===== src/design/svf_pkg.sv =====
// Shared types, constants and the digit font for the seven-segment value formatter.
// No dependencies; imported by every module of the block.
`default_nettype none

package svf_pkg;

  typedef enum logic [1:0] {
    KIND_DEC    = 2'd0,
    KIND_TENTHS = 2'd1,
    KIND_TIME   = 2'd2,
    KIND_ERR    = 2'd3
  } kind_e;

  localparam logic [7:0] SegBlank = 8'h00;
  localparam logic [7:0] PointBit = 8'h04;
  localparam logic [7:0] SegE     = 8'h4f;
  localparam logic [7:0] SegR     = 8'h05;

  // Largest value shown in decimal, tenths and time modes; error codes stay below ErrLimit.
  localparam logic [14:0] ValueMax = 15'd9999;
  localparam logic [14:0] ErrLimit = 15'd100;

  // Positions above this address the second driver chip.
  localparam logic [3:0] ChipSplit = 4'd8;

  // One formatted item, handed from the formatter to the write sequencer.
  typedef struct packed {
    logic [3:0][7:0] seg;   // seg[0] is the leftmost digit
    logic            chip;
    logic [3:0]      base;
    logic            drop;  // out of range: no writes
  } fmt_t;

  function automatic logic [7:0] svf_font(input logic [3:0] d);
    logic [7:0] s;
    unique case (d)
      4'd0: s = 8'hfa;
      4'd1: s = 8'h50;
      4'd2: s = 8'he9;
      4'd3: s = 8'hf1;
      4'd4: s = 8'h53;
      4'd5: s = 8'hb3;
      4'd6: s = 8'hbb;
      4'd7: s = 8'h70;
      4'd8: s = 8'hfb;
      4'd9: s = 8'hf3;
      default: s = SegBlank;
    endcase
    return s;
  endfunction

endpackage

`default_nettype wire


===== src/design/svf_format.sv =====
// Combinational formatter: splits the value into decimal digits and builds
// the four segment bytes plus chip select and base register. Uses svf_pkg.
`default_nettype none

module svf_format (
  input  logic [1:0]    kind_i,
  input  logic [3:0]    position_i,
  input  logic [15:0]   value_i,
  output svf_pkg::fmt_t fmt_o
);
  import svf_pkg::*;

  kind_e       kind;
  logic [13:0] v;
  logic        in_range;
  logic        err_ok;
  logic [27:0] p1000, p100, p10;
  logic [3:0]  q1000;
  logic [6:0]  q100;
  logic [9:0]  q10;
  logic [6:0]  r1;
  logic [9:0]  r2;
  logic [13:0] r3;
  logic [3:0]  d0, d1, d2, d3;
  logic [7:0]  f0, f1, f2, f3;

  assign kind     = kind_e'(kind_i);
  assign v        = value_i[13:0];
  assign in_range = !value_i[15] && (value_i[14:0] <= ValueMax);
  assign err_ok   = !value_i[15] && (value_i[14:0] < ErrLimit);

  // Reciprocal multiplies, exact for 0..9999.
  assign p1000 = {14'd0, v} * 28'd8389;
  assign p100  = {14'd0, v} * 28'd5243;
  assign p10   = {14'd0, v} * 28'd6554;
  assign q1000 = p1000[26:23];
  assign q100  = p100[25:19];
  assign q10   = p10[25:16];

  // Each digit is a quotient minus ten times the next coarser quotient.
  assign r1 = q100 - ({3'd0, q1000} * 7'd10);
  assign r2 = q10 - ({3'd0, q100} * 10'd10);
  assign r3 = v - ({4'd0, q10} * 14'd10);
  assign d0 = q1000;
  assign d1 = r1[3:0];
  assign d2 = r2[3:0];
  assign d3 = r3[3:0];

  assign f0 = svf_font(d0);
  assign f1 = svf_font(d1);
  assign f2 = svf_font(d2);
  assign f3 = svf_font(d3);

  always_comb begin
    fmt_o.chip = (position_i > ChipSplit);
    fmt_o.base = fmt_o.chip ? (position_i - ChipSplit) : position_i;
    fmt_o.drop = (kind != KIND_ERR) && !in_range;
    fmt_o.seg  = '0;
    case (kind)
      KIND_DEC: begin
        fmt_o.seg[0] = (q1000 != '0) ? f0 : SegBlank;
        fmt_o.seg[1] = (q100 != '0) ? f1 : SegBlank;
        fmt_o.seg[2] = (q10 != '0) ? f2 : SegBlank;
        fmt_o.seg[3] = f3;
      end
      KIND_TENTHS: begin
        fmt_o.seg[0] = (q1000 != '0) ? f0 : SegBlank;
        fmt_o.seg[1] = (q100 != '0) ? f1 : SegBlank;
        fmt_o.seg[2] = f2 | PointBit;
        fmt_o.seg[3] = f3;
      end
      KIND_TIME: begin
        fmt_o.seg[0] = f0;
        fmt_o.seg[1] = f1 | PointBit;
        fmt_o.seg[2] = f2;
        fmt_o.seg[3] = f3;
      end
      default: begin
        fmt_o.seg[0] = SegE;
        fmt_o.seg[1] = SegR;
        fmt_o.seg[2] = err_ok ? f2 : SegBlank;
        fmt_o.seg[3] = err_ok ? f3 : SegBlank;
      end
    endcase
  end

endmodule

`default_nettype wire


===== src/design/svf_emit.sv =====
// Result register and write sequencer: holds one formatted item and sends
// its four digit writes, one per cycle while out_ready_i is high. Uses svf_pkg.
`default_nettype none

module svf_emit (
  input  logic          clk_i,
  input  logic          rst_ni,
  input  logic          load_i,
  input  svf_pkg::fmt_t fmt_i,
  output logic          load_ready_o,
  output logic          out_valid_o,
  input  logic          out_ready_i,
  output logic          second_chip_o,
  output logic [3:0]    digit_address_o,
  output logic [7:0]    segments_o,
  output logic          last_o
);
  import svf_pkg::*;

  logic            busy_q, busy_d;
  logic [1:0]      cnt_q, cnt_d;
  logic [3:0][7:0] seg_q;
  logic            chip_q;
  logic [3:0]      base_q;
  logic            out_fire;

  assign out_fire     = busy_q && out_ready_i;
  assign last_o       = (cnt_q == 2'd3);
  assign load_ready_o = !busy_q || (out_fire && last_o);

  always_comb begin
    busy_d = busy_q;
    cnt_d  = cnt_q;
    if (out_fire) begin
      cnt_d = cnt_q + 2'd1;
      if (last_o) begin
        busy_d = 1'b0;
      end
    end
    if (load_i) begin
      busy_d = 1'b1;
      cnt_d  = '0;
    end
  end

  always_ff @(posedge clk_i or negedge rst_ni) begin
    if (!rst_ni) begin
      busy_q <= 1'b0;
      cnt_q  <= '0;
    end else begin
      busy_q <= busy_d;
      cnt_q  <= cnt_d;
    end
  end

  always_ff @(posedge clk_i) begin
    if (load_i) begin
      seg_q  <= fmt_i.seg;
      chip_q <= fmt_i.chip;
      base_q <= fmt_i.base;
    end
  end

  assign out_valid_o     = busy_q;
  assign second_chip_o   = chip_q;
  assign digit_address_o = base_q + {2'd0, cnt_q};
  assign segments_o      = seg_q[cnt_q];

  // A new item only replaces one whose last write goes out this cycle.
  a_load_safe: assert property (@(posedge clk_i) disable iff (!rst_ni)
    load_i |-> (!busy_q || (out_fire && last_o)))
    else $error("item loaded over undelivered writes");

  // Writes inside an item keep coming and step the register address.
  a_continue: assert property (@(posedge clk_i) disable iff (!rst_ni)
    (out_fire && !last_o) |=> (out_valid_o &&
      (digit_address_o == 4'($past(digit_address_o) + 4'd1))))
    else $error("digit write sequence broken");

  a_chip_stable: assert property (@(posedge clk_i) disable iff (!rst_ni)
    (out_fire && !last_o) |=> $stable(second_chip_o))
    else $error("chip select changed inside an item");

endmodule

`default_nettype wire


===== src/design/seven_segment_value_formatter.sv =====
// Top level of the seven-segment value formatter: input register, formatter
// and write sequencer. Depends on svf_pkg, svf_format and svf_emit.
//
//   channel | handshake              | payload
//   --------+------------------------+-------------------------------------------
//   in      | in_valid_i / in_ready_o | kind_i, position_i, value_i
//   out     | out_valid_o/out_ready_i | second_chip_o, digit_address_o, segments_o,
//           |                        | last_o
//
// An item waits in the input register, is formatted and loaded into the result
// register, then leaves as four writes, one per cycle while out_ready_i is high.
// The input register takes a new item while writes drain. Out-of-range items are
// dropped in the input register, also under a stall; else a stalled output holds
// everything. Reset clears the valid and count flags only.
`default_nettype none

module seven_segment_value_formatter (
  input  logic        clk_i,
  input  logic        rst_ni,
  input  logic        in_valid_i,
  output logic        in_ready_o,
  input  logic [1:0]  kind_i,
  input  logic [3:0]  position_i,
  input  logic [15:0] value_i,
  output logic        out_valid_o,
  input  logic        out_ready_i,
  output logic        second_chip_o,
  output logic [3:0]  digit_address_o,
  output logic [7:0]  segments_o,
  output logic        last_o
);
  import svf_pkg::*;

  logic        s1_valid_q;
  logic [1:0]  kind_q;
  logic [3:0]  position_q;
  logic [15:0] value_q;
  fmt_t        fmt;
  logic        load_ready;
  logic        load;
  logic        s1_adv;

  // Dropped items leave without waiting for the result register.
  assign load       = s1_valid_q && !fmt.drop && load_ready;
  assign s1_adv     = s1_valid_q && (fmt.drop || load_ready);
  assign in_ready_o = !s1_valid_q || s1_adv;

  always_ff @(posedge clk_i or negedge rst_ni) begin
    if (!rst_ni) begin
      s1_valid_q <= 1'b0;
    end else if (in_ready_o) begin
      s1_valid_q <= in_valid_i;
    end
  end

  always_ff @(posedge clk_i) begin
    if (in_ready_o && in_valid_i) begin
      kind_q     <= kind_i;
      position_q <= position_i;
      value_q    <= value_i;
    end
  end

  svf_format u_format (
    .kind_i     (kind_q),
    .position_i (position_q),
    .value_i    (value_q),
    .fmt_o      (fmt)
  );

  svf_emit u_emit (
    .clk_i           (clk_i),
    .rst_ni          (rst_ni),
    .load_i          (load),
    .fmt_i           (fmt),
    .load_ready_o    (load_ready),
    .out_valid_o     (out_valid_o),
    .out_ready_i     (out_ready_i),
    .second_chip_o   (second_chip_o),
    .digit_address_o (digit_address_o),
    .segments_o      (segments_o),
    .last_o          (last_o)
  );

endmodule

`default_nettype wire

===== config.mk =====
export PLATFORM = sky130hd
export DESIGN_NAME = seven_segment_value_formatter
export DESIGN_NICKNAME = d
export VERILOG_FILES = /design/src/design/svf_pkg.sv /design/src/design/svf_format.sv /design/src/design/svf_emit.sv /design/src/design/seven_segment_value_formatter.sv
export SDC_FILE = /design/constraint.sdc
export NUM_CORES = 1
export LEC_CHECK = 0
export BUFFER_PORTS_ARGS = -buffer_cell sky130_fd_sc_hd__buf_4
export CAP_MARGIN = 40
export CORE_MARGIN = 1
export CORE_UTILIZATION = 46
export CTS_CLUSTER_DIAMETER = 60
export DETAILED_ROUTE_END_ITERATION = 8
export PLACE_DENSITY_LB_ADDON = 0.12
export RECOVER_POWER = 100
export SETUP_SLACK_MARGIN = 0.3
export SLEW_MARGIN = 20
export SYNTH_ARGS = -nofsm -noshare
export SYNTH_HDL_FRONTEND = slang
export SYNTH_SLANG_ARGS = --single-unit

===== constraint.sdc =====
create_clock -name clk_i -period 8.4 [get_ports clk_i]
set_input_delay 2.52 -clock clk_i [delete_from_list [all_inputs] [get_ports clk_i]]
set_output_delay 2.52 -clock clk_i [all_outputs]
set_load 0.01 [all_outputs]

==> insert_results.sql, run 1 <==
INSERT INTO impl_metrics (metric_group, metric, value, unit) VALUES
('clock_network', 'cts_resized', '0', ''),
('sta', 'final_hold_violations', '0', ''),
('sta', 'period_needed', '7.33', 'ns'),
('clock_network', 'cts_max_level', '3', ''),
('run_status', 'status', 'completed', ''),
('grt', 'grt_busiest_layer', 'met2', ''),
('layout', 'n_antenna_cell', '0', ''),
('logic_synthesis', 'synthCells', '1167', ''),
('logic_synthesis', 'cell_area_synth', '0.0118', 'mm^2'),
('logic_synthesis', 'synth_top_area_cell', 'sky130_fd_sc_hd__ha_1', ''),
('layout', 'syn_to_final_growth', '8.86', '%'),
('clock_network', 'clockRootBuffer', 'sky130_fd_sc_hd__clkbuf_16', ''),
('critical_path', 'r2r.worst_path.cells', '24', ''),
('drt', 'vias_per_cell', '5.35', ''),
('drt', 'route.vias.total', '8387', ''),
('sta', 'finalClockSkew', '0.0144', 'ns'),
('critical_path', 'timing.critical_path.arrival', '7.39', 'ns'),
('critical_path', 'setup.worst_path.class', 'flop to flop', ''),
('sta', 'max_slew_margin', '10.6', '%'),
('placement', 'hpwl', '24700', 'um'),
('clock_network', 'cts_tree', 'built', ''),
('critical_path', 'crit_path_start_kind', 'flop', ''),
('critical_path', 'cp.required', '8.46', 'ns'),
('sta', 'fin_crit_sh', '87.3', '%'),
('critical_path', 'timing.critical_path.to_type', 'flop', ''),
('floorplanning', 'die_w', '162', 'um'),
('layout', 'nets', '1667', ''),
('layout', 'layoutNonFillerInstCount', '1568', ''),
('grt', 'grt_use_met2', '39.7', '%'),
('drt', 'drt-wirelength-per-cell', '18.3', 'um'),
('grt', 'grt_use_met3', '2.37', '%'),
('sta', 'grt_setup_unrepaired', 'false', ''),
('grt', 'grt_max_degree', '25', ''),
('floorplanning', 'design.core.area', '0.0253', 'mm^2'),
('layout', 'fill_cells', '2374', ''),
('drt', 'dr.pass1.iters', '8', ''),
('layout', 'layout-drive-gt1-share', '6.95', '%'),
('logic_synthesis', 'synth_top_cell_area_share', '28.8', '%'),
('clock_network', 'cts_inserted_buffers', '9', ''),
('job', 'max_cap_viols', '0', ''),
('clock_network', 'path_clk_slew', '0.07', 'ns'),
('sta', 'timing_worst_slew_pin_value', '1.34', 'ns'),
('clock_network', 'cts.sink_count', '62', ''),
('floorplanning', 'initial_utilization', '46.9', '%'),
('logic_synthesis', 'synth.distinct_cells', '76', ''),
('clock_network', 'clk_latency', '0.34', 'ns'),
('drt', 'initialDrtViolationCount', '478', ''),
('critical_path', 'critical_path_peak_fanout', '10', ''),
('logic_synthesis', 'postSynth.asyncResetShare', '6.45', '%'),
('floorplanning', 'floorplan.io_pins', '42', ''),
('floorplanning', 'die_height', '162', 'um'),
('logic_synthesis', 'yosysSeqAreaShare', '15.5', '%'),
('critical_path', 'r2r-start', 'value_q[4]', ''),
('grt', 'met1_usage_in_global_routing', '32.6', '%'),
('sta', 'maxClockFrequency', '136', 'MHz'),
('grt', 'grt_first_pass_wirelength', '47000', 'um'),
('grt', 'grt_pass1_vias', '8821', ''),
('logic_synthesis', 'post_synth_edffs', '58', ''),
('grt', 'global_route.usage.total', '23.6', '%'),
('critical_path', 'cp-startpoint', 'value_q[4]', ''),
('logic_synthesis', 'yosys-top-cells-area', 'sky130_fd_sc_hd__ha_1 29%, sky130_fd_sc_hd__fa_1 23%, sky130_fd_sc_hd__edfxtp_1 15%', ''),
('layout', 'seq_area', '0.00184', 'mm^2'),
('grt', 'global_route.overflow_total', '0', ''),
('logic_synthesis', 'synth_register_bits', '62', ''),
('drt', 'drt_wl_total', '28700', 'um'),
('critical_path', 'reg2reg_slack', '1.07', 'ns'),
('floorplanning', 'row_count', '58', ''),
('drt', 'final_antenna_net_count', '0', ''),
('min_path', 'worst_hold_startpoint', 'position_q[1]', ''),
('sta', 'setup-violations-final', '0', ''),
('sta', 'setup_tns', '0', 'ns');
[stage by stage]
step                      cell area, um^2  setup slack (ns)  hold WS, ns  util, %
after floorplan                     11800              1.59        0.427        -
after global placement              12700              1.19        0.436     50.2
after detailed placement            12700              1.10        0.440     50.4
after CTS                           13000              1.08        0.463     51.5
after global routing                12900             0.582        0.467     51.1
final                               12900              1.07        0.456     51.1
[routing by layer]
layer | up-vias | part of all wire, % | wire, um
met4 | 0 | 2.3 | 657
met5 | - | 0 | 0
li1 | 4058 | - | -
met3 | 35 | 4.5 | 1300
met2 | 211 | 47 | 13500
met1 | 4083 | 46 | 13300
[worst min-delay path by stage]
stage	slack [ns]	to	cells after the start
final	0.46	u_emit.base_q[1]	0
after detailed placement	0.44	u_emit.base_q[1]	0
after floorplan	0.43	u_emit.base_q[0]	0
after global routing	0.47	u_emit.base_q[2]	0
after CTS	0.46	u_emit.base_q[1]	0
after global placement	0.44	u_emit.base_q[2]	0
[logic make-up (layout without fill, tap and decap cells)]
family	Yosys count	count (layout)	share of synthesized area, %
XOR/XNOR	39	39	3.18
buffers and inverters	299	370	9.49
multiplexers	17	17	2.20
flip-flops	62	62	15.5
adder cells (fa/ha/maj)	408	408	51.7
AND/OR/NAND/NOR	163	163	6.94
AO/OA/AOI/OAI	179	179	11.0
[flip-flops by register name, indices dropped and copies added, names as in the netlist]
| name | cells |
|---|---|
| u_emit.base_q | 4 |
| value_q | 16 |
| u_emit.cnt_q | 2 |
| s1_valid_q | 1 |
| u_emit.out_valid_o | 1 |
| u_emit.second_chip_o | 1 |
| u_emit.seg_q | 31 |
| kind_q | 2 |
| position_q | 4 |
[cells in the final DEF (no fill, tap or decap), types with 5 or more instances in the layout]
master / instances
sky130_fd_sc_hd__a211oi_1: 12
sky130_fd_sc_hd__a21o_1: 25
sky130_fd_sc_hd__a21oi_1: 35
sky130_fd_sc_hd__a31oi_1: 9
sky130_fd_sc_hd__and2_1: 7
sky130_fd_sc_hd__and3_1: 8
sky130_fd_sc_hd__buf_4: 17
sky130_fd_sc_hd__clkbuf_1: 21
sky130_fd_sc_hd__clkbuf_16: 9
sky130_fd_sc_hd__clkbuf_4: 23
sky130_fd_sc_hd__edfxtp_1: 58
sky130_fd_sc_hd__fa_1: 135
sky130_fd_sc_hd__ha_1: 273
sky130_fd_sc_hd__inv_1: 291
sky130_fd_sc_hd__mux2i_1: 8
sky130_fd_sc_hd__mux4_2: 7
sky130_fd_sc_hd__nand2_1: 33
sky130_fd_sc_hd__nand2b_1: 5
sky130_fd_sc_hd__nand3_1: 22
sky130_fd_sc_hd__nand4_1: 10
sky130_fd_sc_hd__nor2_1: 40
sky130_fd_sc_hd__nor2b_1: 5
sky130_fd_sc_hd__nor3_1: 8
sky130_fd_sc_hd__o21ai_0: 29
sky130_fd_sc_hd__or3_1: 5
sky130_fd_sc_hd__xnor2_1: 29
sky130_fd_sc_hd__xor2_1: 7
[critical path, stage by stage, from the launching register on]
cell	delay, ns
sky130_fd_sc_hd__edfxtp_1	0.32
sky130_fd_sc_hd__buf_4	0.23
sky130_fd_sc_hd__inv_1	0.25
sky130_fd_sc_hd__fa_1	0.60
sky130_fd_sc_hd__inv_1	0.06
sky130_fd_sc_hd__ha_1	0.22
sky130_fd_sc_hd__fa_1	0.53
sky130_fd_sc_hd__inv_1	0.05
sky130_fd_sc_hd__fa_1	0.46
sky130_fd_sc_hd__fa_1	0.54
sky130_fd_sc_hd__inv_1	0.04
sky130_fd_sc_hd__ha_1	0.19
sky130_fd_sc_hd__a211oi_1	0.22
sky130_fd_sc_hd__o21bai_1	0.17
sky130_fd_sc_hd__a2111o_1	0.54
sky130_fd_sc_hd__and2_0	0.22
sky130_fd_sc_hd__o21ai_0	0.27
sky130_fd_sc_hd__xor2_1	0.22
sky130_fd_sc_hd__ha_1	0.24
sky130_fd_sc_hd__fa_1	0.38
sky130_fd_sc_hd__xnor2_1	0.25
sky130_fd_sc_hd__xor2_1	0.40
sky130_fd_sc_hd__nand3_1	0.28
sky130_fd_sc_hd__a32oi_1	0.29
sky130_fd_sc_hd__nor2_1	0.06
[final cells by class]
class                   instances  share of cell area (%)
clock buffers                   9                    1.75
multi-input cells             806                    68.7
repair buffers                 61                    2.94
flip-flops and latches         62                    14.3
clock inverters                 7                   0.572
inverters                     293                    8.53
well taps                     330                    3.20
Power of run 1 is left out: the tool's default activity adds up to more than one toggle a clock period on the data nets, which glitch-free logic cannot reach.
==> run 2, diff against run 1 <==
Settings changed: CORE_UTILIZATION 46 to 31, CTS_CLUSTER_SIZE set to 25.
==> run 2 against run 1 <==
Hold slack got worse by 0.0088 ns. Critical path depth fell by 2. Critical path type unchanged. Clock-buffer cell count rose by 1. Via count fell by 1.0%. Wire length rose by 14%. Flip-flop and latch count did not move. Register-to-register slack got worse by 0.27 ns. The run now ends with max-capacitance violations, max-slew violations left. Largest cell class unchanged.
==> insert_results.sql, run 2 (synthesized netlist as in run 1, its figures left out) <==
INSERT INTO impl_metrics (metric_group, metric, value, unit) VALUES
('run_status', 'status', 'finished with violations', ''),
('run_status', 'violations', 'max-capacitance violations, max-slew violations', ''),
('grt', 'grt_max_degree', '23', ''),
('critical_path', 'cp.required', '8.46', 'ns'),
('floorplanning', 'initial_utilization', '31.4', '%'),
('sta', 'maxClockFrequency', '132', 'MHz'),
('clock_network', 'cts-root-to-sink-buffers', '2', ''),
('clock_network', 'cts_tree', 'built', ''),
('grt', 'grt_pass1_vias', '8949', ''),
('layout', 'layout-drive-gt1-share', '6.24', '%'),
('layout', 'largest_register_ffs', '31', ''),
('sta', 'max_slew_margin', '-5.55', '%'),
('grt', 'grt_antenna_before_repair', '0', ''),
('sta', 'period_needed', '7.60', 'ns'),
('placement', 'gpl.final_weighted_congestion', '0.836', ''),
('min_path', 'min_path_type', 'flop to flop', ''),
('drt', 'final_antenna_net_count', '0', ''),
('drt', 'drt_wl_total', '32900', 'um'),
('sta', 'grt_setup_unrepaired', 'false', ''),
('drt', 'drc_errors', '0', ''),
('clock_network', 'clockRootBuffer', 'sky130_fd_sc_hd__clkbuf_16', ''),
('floorplanning', 'die_w', '197', 'um'),
('clock_network', 'cts_inserted_buffers', '9', ''),
('placement', 'hpwl', '28300', 'um'),
('job', 'max_cap_viols', '1', ''),
('clock_network', 'total_setup_buffers_inserted_after_cts', '0', ''),
('min_path', 'worst_hold_startpoint', 'position_q[1]', ''),
('sta', 'setup-violations-final', '0', ''),
('clock_network', 'cts_resized', '0', ''),
('sta', 'timing_worst_slew_pin_value', '1.58', 'ns'),
('critical_path', 'setup.worst_path.class', 'flop to flop', ''),
('layout', 'fill_cells', '3931', ''),
('placement', 'place_ws', '0.667', 'ns'),
('sta', 'maxSlewViolCount', '23', ''),
('clock_network', 'cts_max_level', '3', ''),
('floorplanning', 'row_count', '71', ''),
('critical_path', 'timing.critical_path.to_type', 'flop', ''),
('sta', 'post-route-worst-setup-slack', '0.803', 'ns'),
('clock_network', 'path_clk_slew', '0.06', 'ns'),
('critical_path', 'cp-startpoint', 'value_q[6]', ''),
('grt', 'global_route.overflow_total', '0', ''),
('drt', 'dr.pass1.iters', '5', ''),
('critical_path', 'r2r-start', 'value_q[6]', ''),
('sta', 'finalClockSkew', '0.0124', 'ns'),
('drt', 'drt-wirelength-per-cell', '18.8', 'um'),
('critical_path', 'critical_path_peak_fanout', '12', ''),
('critical_path', 'timing.critical_path.arrival', '7.66', 'ns'),
('layout', 'top_reg_by_flops', 'u_emit.seg_q', ''),
('drt', 'route.vias.total', '8302', ''),
('sta', 'setup_tns', '0', 'ns'),
('layout', 'biggestRegsByFlops', 'u_emit.seg_q: 31 flops, value_q: 16 flops', ''),
('layout', 'syn_to_final_growth', '10.4', '%'),
('clock_network', 'clk_latency', '0.35', 'ns'),
('floorplanning', 'floorplan.io_pins', '42', ''),
('sta', 'fin_crit_sh', '90.4', '%'),
('clock_network', 'cts.sink_count', '62', ''),
('critical_path', 'reg2reg_slack', '0.80', 'ns'),
('layout', 'n_antenna_cell', '0', ''),
('grt', 'grt_first_pass_wirelength', '52200', 'um'),
('sta', 'final_hold_violations', '0', ''),
('floorplanning', 'die_height', '197', 'um'),
('floorplanning', 'design.core.area', '0.0377', 'mm^2'),
('layout', 'nets', '1663', ''),
('drt', 'initialDrtViolationCount', '383', ''),
('critical_path', 'crit_path_start_kind', 'flop', ''),
('floorplanning', 'design.die.area', '0.0390', 'mm^2'),
('layout', 'layout_commonest_cell', 'sky130_fd_sc_hd__inv_1', ''),
('layout', 'layout.cells.most_common_list', '291 x sky130_fd_sc_hd__inv_1, 273 x sky130_fd_sc_hd__ha_1, 135 x sky130_fd_sc_hd__fa_1', ''),
('placement', 'placement.io_buffers', '41', ''),
('grt', 'global_route.usage.total', '18.1', '%'),
('drt', 'vias_per_cell', '4.76', ''),
('clock_network', 'holdBufCountCts', '0', '');
## run 2: cell types whose count changed in the layout (fill, tap and decap cells not counted), sizes merged
cell / previous run / this run
clkinvlp: 1 / 3
clkbuf: 53 / 52
inv: 292 / 291
clkinv: 6 / 4
buf: 17 / 15
## run 2: worst max-delay path: stages, from the launching register on
cell and delay (ns):
sky130_fd_sc_hd__edfxtp_1 0.74, sky130_fd_sc_hd__inv_1 0.32, sky130_fd_sc_hd__ha_1 0.43, sky130_fd_sc_hd__ha_1 0.32, sky130_fd_sc_hd__ha_1 0.27, sky130_fd_sc_hd__ha_1 0.30
sky130_fd_sc_hd__fa_1 0.53, sky130_fd_sc_hd__inv_1 0.05, sky130_fd_sc_hd__fa_1 0.50, sky130_fd_sc_hd__inv_1 0.05, sky130_fd_sc_hd__ha_1 0.32, sky130_fd_sc_hd__nand3_1 0.12
sky130_fd_sc_hd__nor3_1 0.26, sky130_fd_sc_hd__o311ai_0 0.19, sky130_fd_sc_hd__buf_1 0.17, sky130_fd_sc_hd__a32oi_1 0.36, sky130_fd_sc_hd__xnor2_1 0.31, sky130_fd_sc_hd__clkbuf_1 0.42
sky130_fd_sc_hd__inv_1 0.25, sky130_fd_sc_hd__ha_1 0.30, sky130_fd_sc_hd__nor2b_1 0.18, sky130_fd_sc_hd__or3_4 0.36, sky130_fd_sc_hd__a311oi_1 0.54
## run 2: path summary, 6_finish.rpt
path | to | cells after the start
worst max-delay path | u_emit.seg_q[5] | 22
worst min-delay path | u_emit.base_q[1] | 0
worst max register to register | u_emit.seg_q[5] | 22
worst min register to register | u_emit.base_q[1] | 0
max in group asynchronous | u_emit.out_valid_o | 1
min in group asynchronous | u_emit.cnt_q[1] | 1
## run 2: area by class of cell
| type | instances | area, um^2 | share of cell area [%] |
|---|---|---|---|
| Clock inverter | 6 | 62.6 | 0.479 |
| Tap cell | 511 | 639 | 4.89 |
| Multi-Input combinational cell | 806 | 8860 | 67.7 |
| Inverter | 293 | 1100 | 8.41 |
| Sequential cell | 62 | 1840 | 14.1 |
| Clock buffer | 10 | 229 | 1.75 |
| Timing Repair Buffer | 57 | 345 | 2.64 |
## run 2: metrics by stage
step / std cells / hold slack, ns / util [%] / instance area, um^2
4_1_cts: 1744 / 0.454 / 35.0 / 13200
3_3_place_gp: 1727 / 0.442 / 34.2 / 12900
5_1_grt: 1745 / 0.461 / 34.7 / 13100
6_report: 1745 / 0.447 / 34.7 / 13100
2_1_floorplan: 1167 / 0.427 / - / 11800
3_5_place_dp: 1728 / 0.440 / 34.2 / 12900
## run 2: routing by layer
| metal | share of wire [%] | GRT usage, % | vias up | wire [um] |
|---|---|---|---|---|
| li1 | - | - | 4046 | - |
| met1 | 49 | 25.1 | 4137 | 16100 |
| met2 | 47 | 29.9 | 94 | 15300 |
| met3 | 2.3 | 2.01 | 25 | 740 |
| met4 | 2.2 | 4.68 | 0 | 712 |
| met5 | 0 | 0 | - | 0 |
Power of run 2 is left out for the same reason.
==> run 3, diff against run 2 <==
Settings changed: BUFFER_PORTS_ARGS -buffer_cell sky130_fd_sc_hd__buf_4 to unset, DONT_BUFFER_PORTS set to 1, GPL_TIMING_DRIVEN set to 0.
==> run 3 against run 2 <==
Core utilization decreased by 0.32 points. Non-clock buffer count decreased by 28. The run still ends with max-capacitance violations, max-slew violations left. Via count decreased by 3.0%. Design area decreased by 0.91%.
==> insert_results.sql, run 3 (synthesized netlist as in run 1, its figures left out) <==
INSERT INTO impl_metrics (metric_group, metric, value, unit) VALUES
('run_status', 'status', 'finished with violations', ''),
('run_status', 'violations', 'max-capacitance violations, max-slew violations', ''),
('grt', 'grt_first_pass_wirelength', '49000', 'um'),
('clock_network', 'clk_latency', '0.35', 'ns'),
('clock_network', 'path_clk_slew', '0.06', 'ns'),
('drt', 'met1_length', '14900', 'um'),
('grt', 'grt_pass1_vias', '8635', ''),
('critical_path', 'cp.required', '8.47', 'ns'),
('clock_network', 'cts_inserted_buffers', '9', ''),
('grt', 'grt_max_degree', '24', ''),
('layout', 'n_antenna_cell', '0', ''),
('grt', 'global_route.usage.total', '17.0', '%'),
('placement', 'hpwl', '26700', 'um'),
('sta', 'fin_crit_sh', '94.1', '%'),
('layout', 'nets', '1635', ''),
('layout', 'fill_cells', '3968', ''),
('critical_path', 'cp_slowest_cell', 'sky130_fd_sc_hd__edfxtp_1', ''),
('sta', 'fin_worst_hold_slack', '0.455', 'ns'),
('critical_path', 'critical-path-max-stage-delay', '0.64', 'ns'),
('critical_path', 'setup.worst_path.class', 'flop to flop', ''),
('critical_path', 'critical-path-top-cell-by-count', 'sky130_fd_sc_hd__ha_1', ''),
('critical_path', 'critical_path_peak_fanout', '7', ''),
('drt', 'drc_errors', '0', ''),
('floorplanning', 'floorplan.io_pins', '42', ''),
('drt', 'met2WireLength', '15100', 'um'),
('sta', 'grt_setup_unrepaired', 'false', ''),
('layout', 'top_reg_by_flops', 'u_emit.seg_q', ''),
('floorplanning', 'die_w', '197', 'um'),
('drt', 'route.vias.total', '8050', ''),
('sta', 'setup-violations-final', '0', ''),
('clock_network', 'cts_max_level', '3', ''),
('drt', 'dr.pass1.iters', '7', ''),
('placement', 'placement.io_buffers', '0', ''),
('drt', 'drt_wl_total', '31100', 'um'),
('clock_network', 'cts_tree', 'built', ''),
('clock_network', 'cts-root-to-sink-buffers', '2', ''),
('floorplanning', 'design.die.area', '0.0390', 'mm^2'),
('placement', 'gpl.final_weighted_congestion', '0.826', ''),
('floorplanning', 'design.core.area', '0.0377', 'mm^2'),
('layout', 'layout.cells.most_common_list', '291 x sky130_fd_sc_hd__inv_1, 273 x sky130_fd_sc_hd__ha_1, 135 x sky130_fd_sc_hd__fa_1', ''),
('drt', 'drt-wirelength-per-cell', '18.1', 'um'),
('sta', 'max_slew_margin', '-38.1', '%'),
('grt', 'global_route.overflow_total', '0', ''),
('layout', 'biggestRegsByFlops', 'u_emit.seg_q: 31 flops, value_q: 16 flops', ''),
('min_path', 'worst_hold_startpoint', 'position_q[1]', ''),
('placement', 'place_ws', '-0.793', 'ns'),
('critical_path', 'timing.critical_path.cells', 'inv_1, ha_1, ha_1, ha_1, inv_1, fa_1, inv_1, fa_1, ha_1, ha_1, a21oi_1, and3b_1, a211oi_2, and3_1, a2111oi_0, a211oi_2, inv_1, fa_1, xnor2_1, xor2_1, nand3_1, a32oi_1, nor2_1', ''),
('drt', 'route.met3.wl', '659', 'um'),
('sta', 'timing_worst_slew_pin_value', '2.07', 'ns'),
('layout', 'largest_register_ffs', '31', ''),
('critical_path', 'timing.critical_path.to_type', 'flop', ''),
('floorplanning', 'die_height', '197', 'um'),
('layout', 'layout-drive-gt1-share', '5.97', '%'),
('sta', 'period_needed', '7.90', 'ns'),
('min_path', 'min_path_type', 'flop to flop', ''),
('grt', 'grt_antenna_before_repair', '0', ''),
('drt', 'initialDrtViolationCount', '384', ''),
('floorplanning', 'initial_utilization', '31.4', '%'),
('layout', 'layout_commonest_cell', 'sky130_fd_sc_hd__inv_1', ''),
('floorplanning', 'row_count', '71', ''),
('clock_network', 'cts.sink_count', '62', ''),
('sta', 'setup_tns', '0', 'ns'),
('critical_path', 'cp-startpoint', 'value_q[9]', ''),
('drt', 'final_antenna_net_count', '0', ''),
('drt', 'vias_per_cell', '4.69', ''),
('critical_path', 'r2r-start', 'value_q[9]', ''),
('job', 'max_cap_viols', '1', ''),
('critical_path', 'timing.critical_path.arrival', '7.97', 'ns'),
('sta', 'maxClockFrequency', '127', 'MHz'),
('clock_network', 'clockRootBuffer', 'sky130_fd_sc_hd__clkbuf_16', ''),
('sta', 'finalClockSkew', '0.00966', 'ns'),
('critical_path', 'crit_path_start_kind', 'flop', ''),
('layout', 'syn_to_final_growth', '9.37', '%'),
('sta', 'maxSlewViolCount', '23', ''),
('drt', 'top_layer_used', 'met4', ''),
('sta', 'final_hold_violations', '0', ''),
('sta', 'post-route-worst-setup-slack', '0.496', 'ns'),
('layout', 'postLayoutCoreUtil', '34.4', '%');
## run 3: final cells by class
cell class	count	area [um^2]	area share, %
well taps	511	639	4.94
repair buffers	23	191	1.48
multi-input cells	806	8880	68.6
inverters	293	1100	8.50
flip-flops and latches	62	1840	14.2
clock buffers	9	225	1.74
plain buffers	6	23.8	0.184
clock inverters	7	50.0	0.386
## run 3: worst max-delay path: cells and delay by family (launching register included)
family,cells,cell delay (ns)
compound gates,5,1.50
xor+xnor,2,0.78
fa+ha+maj,8,3.14
buf+inv,4,0.64
flops,1,0.64
simple gates,4,0.94
## run 3: through the flow
stage / area [um^2] / cells
detailed placement: 12600 / 1682
global placement: 12500 / 1678
global route: 13000 / 1717
floorplan: 11800 / 1167
CTS: 12900 / 1702
finish: 13000 / 1717
## run 3: worst paths after layout
check / endpoint / slack (ns) / depth (start not counted)
min in group asynchronous: u_emit.cnt_q[1] / 1.87 / 0
hold / removal: u_emit.base_q[1] / 0.45 / 0
max in group asynchronous: u_emit.out_valid_o / 6.47 / 0
setup / recovery: u_emit.seg_q[11] / 0.50 / 23
hold reg to reg: u_emit.base_q[1] / 0.45 / 0
setup reg to reg: u_emit.seg_q[11] / 0.50 / 23
## run 3: timing repair
action	CTS	global route
resized for setup	2	3
pin swaps	0	0
setup buffers	4	12
endpoints found under the setup margin	14	7
hold buffers	0	0
cloned	0	0
hold endpoints to repair	0	0
## run 3: metal layers
metal	track usage [%]	vias up
li1	-	3988
met4	4.08	0
met3	1.66	19
met2	29.3	84
met5	0	-
met1	22.8	3959
Power of run 3 is left out for the same reason.
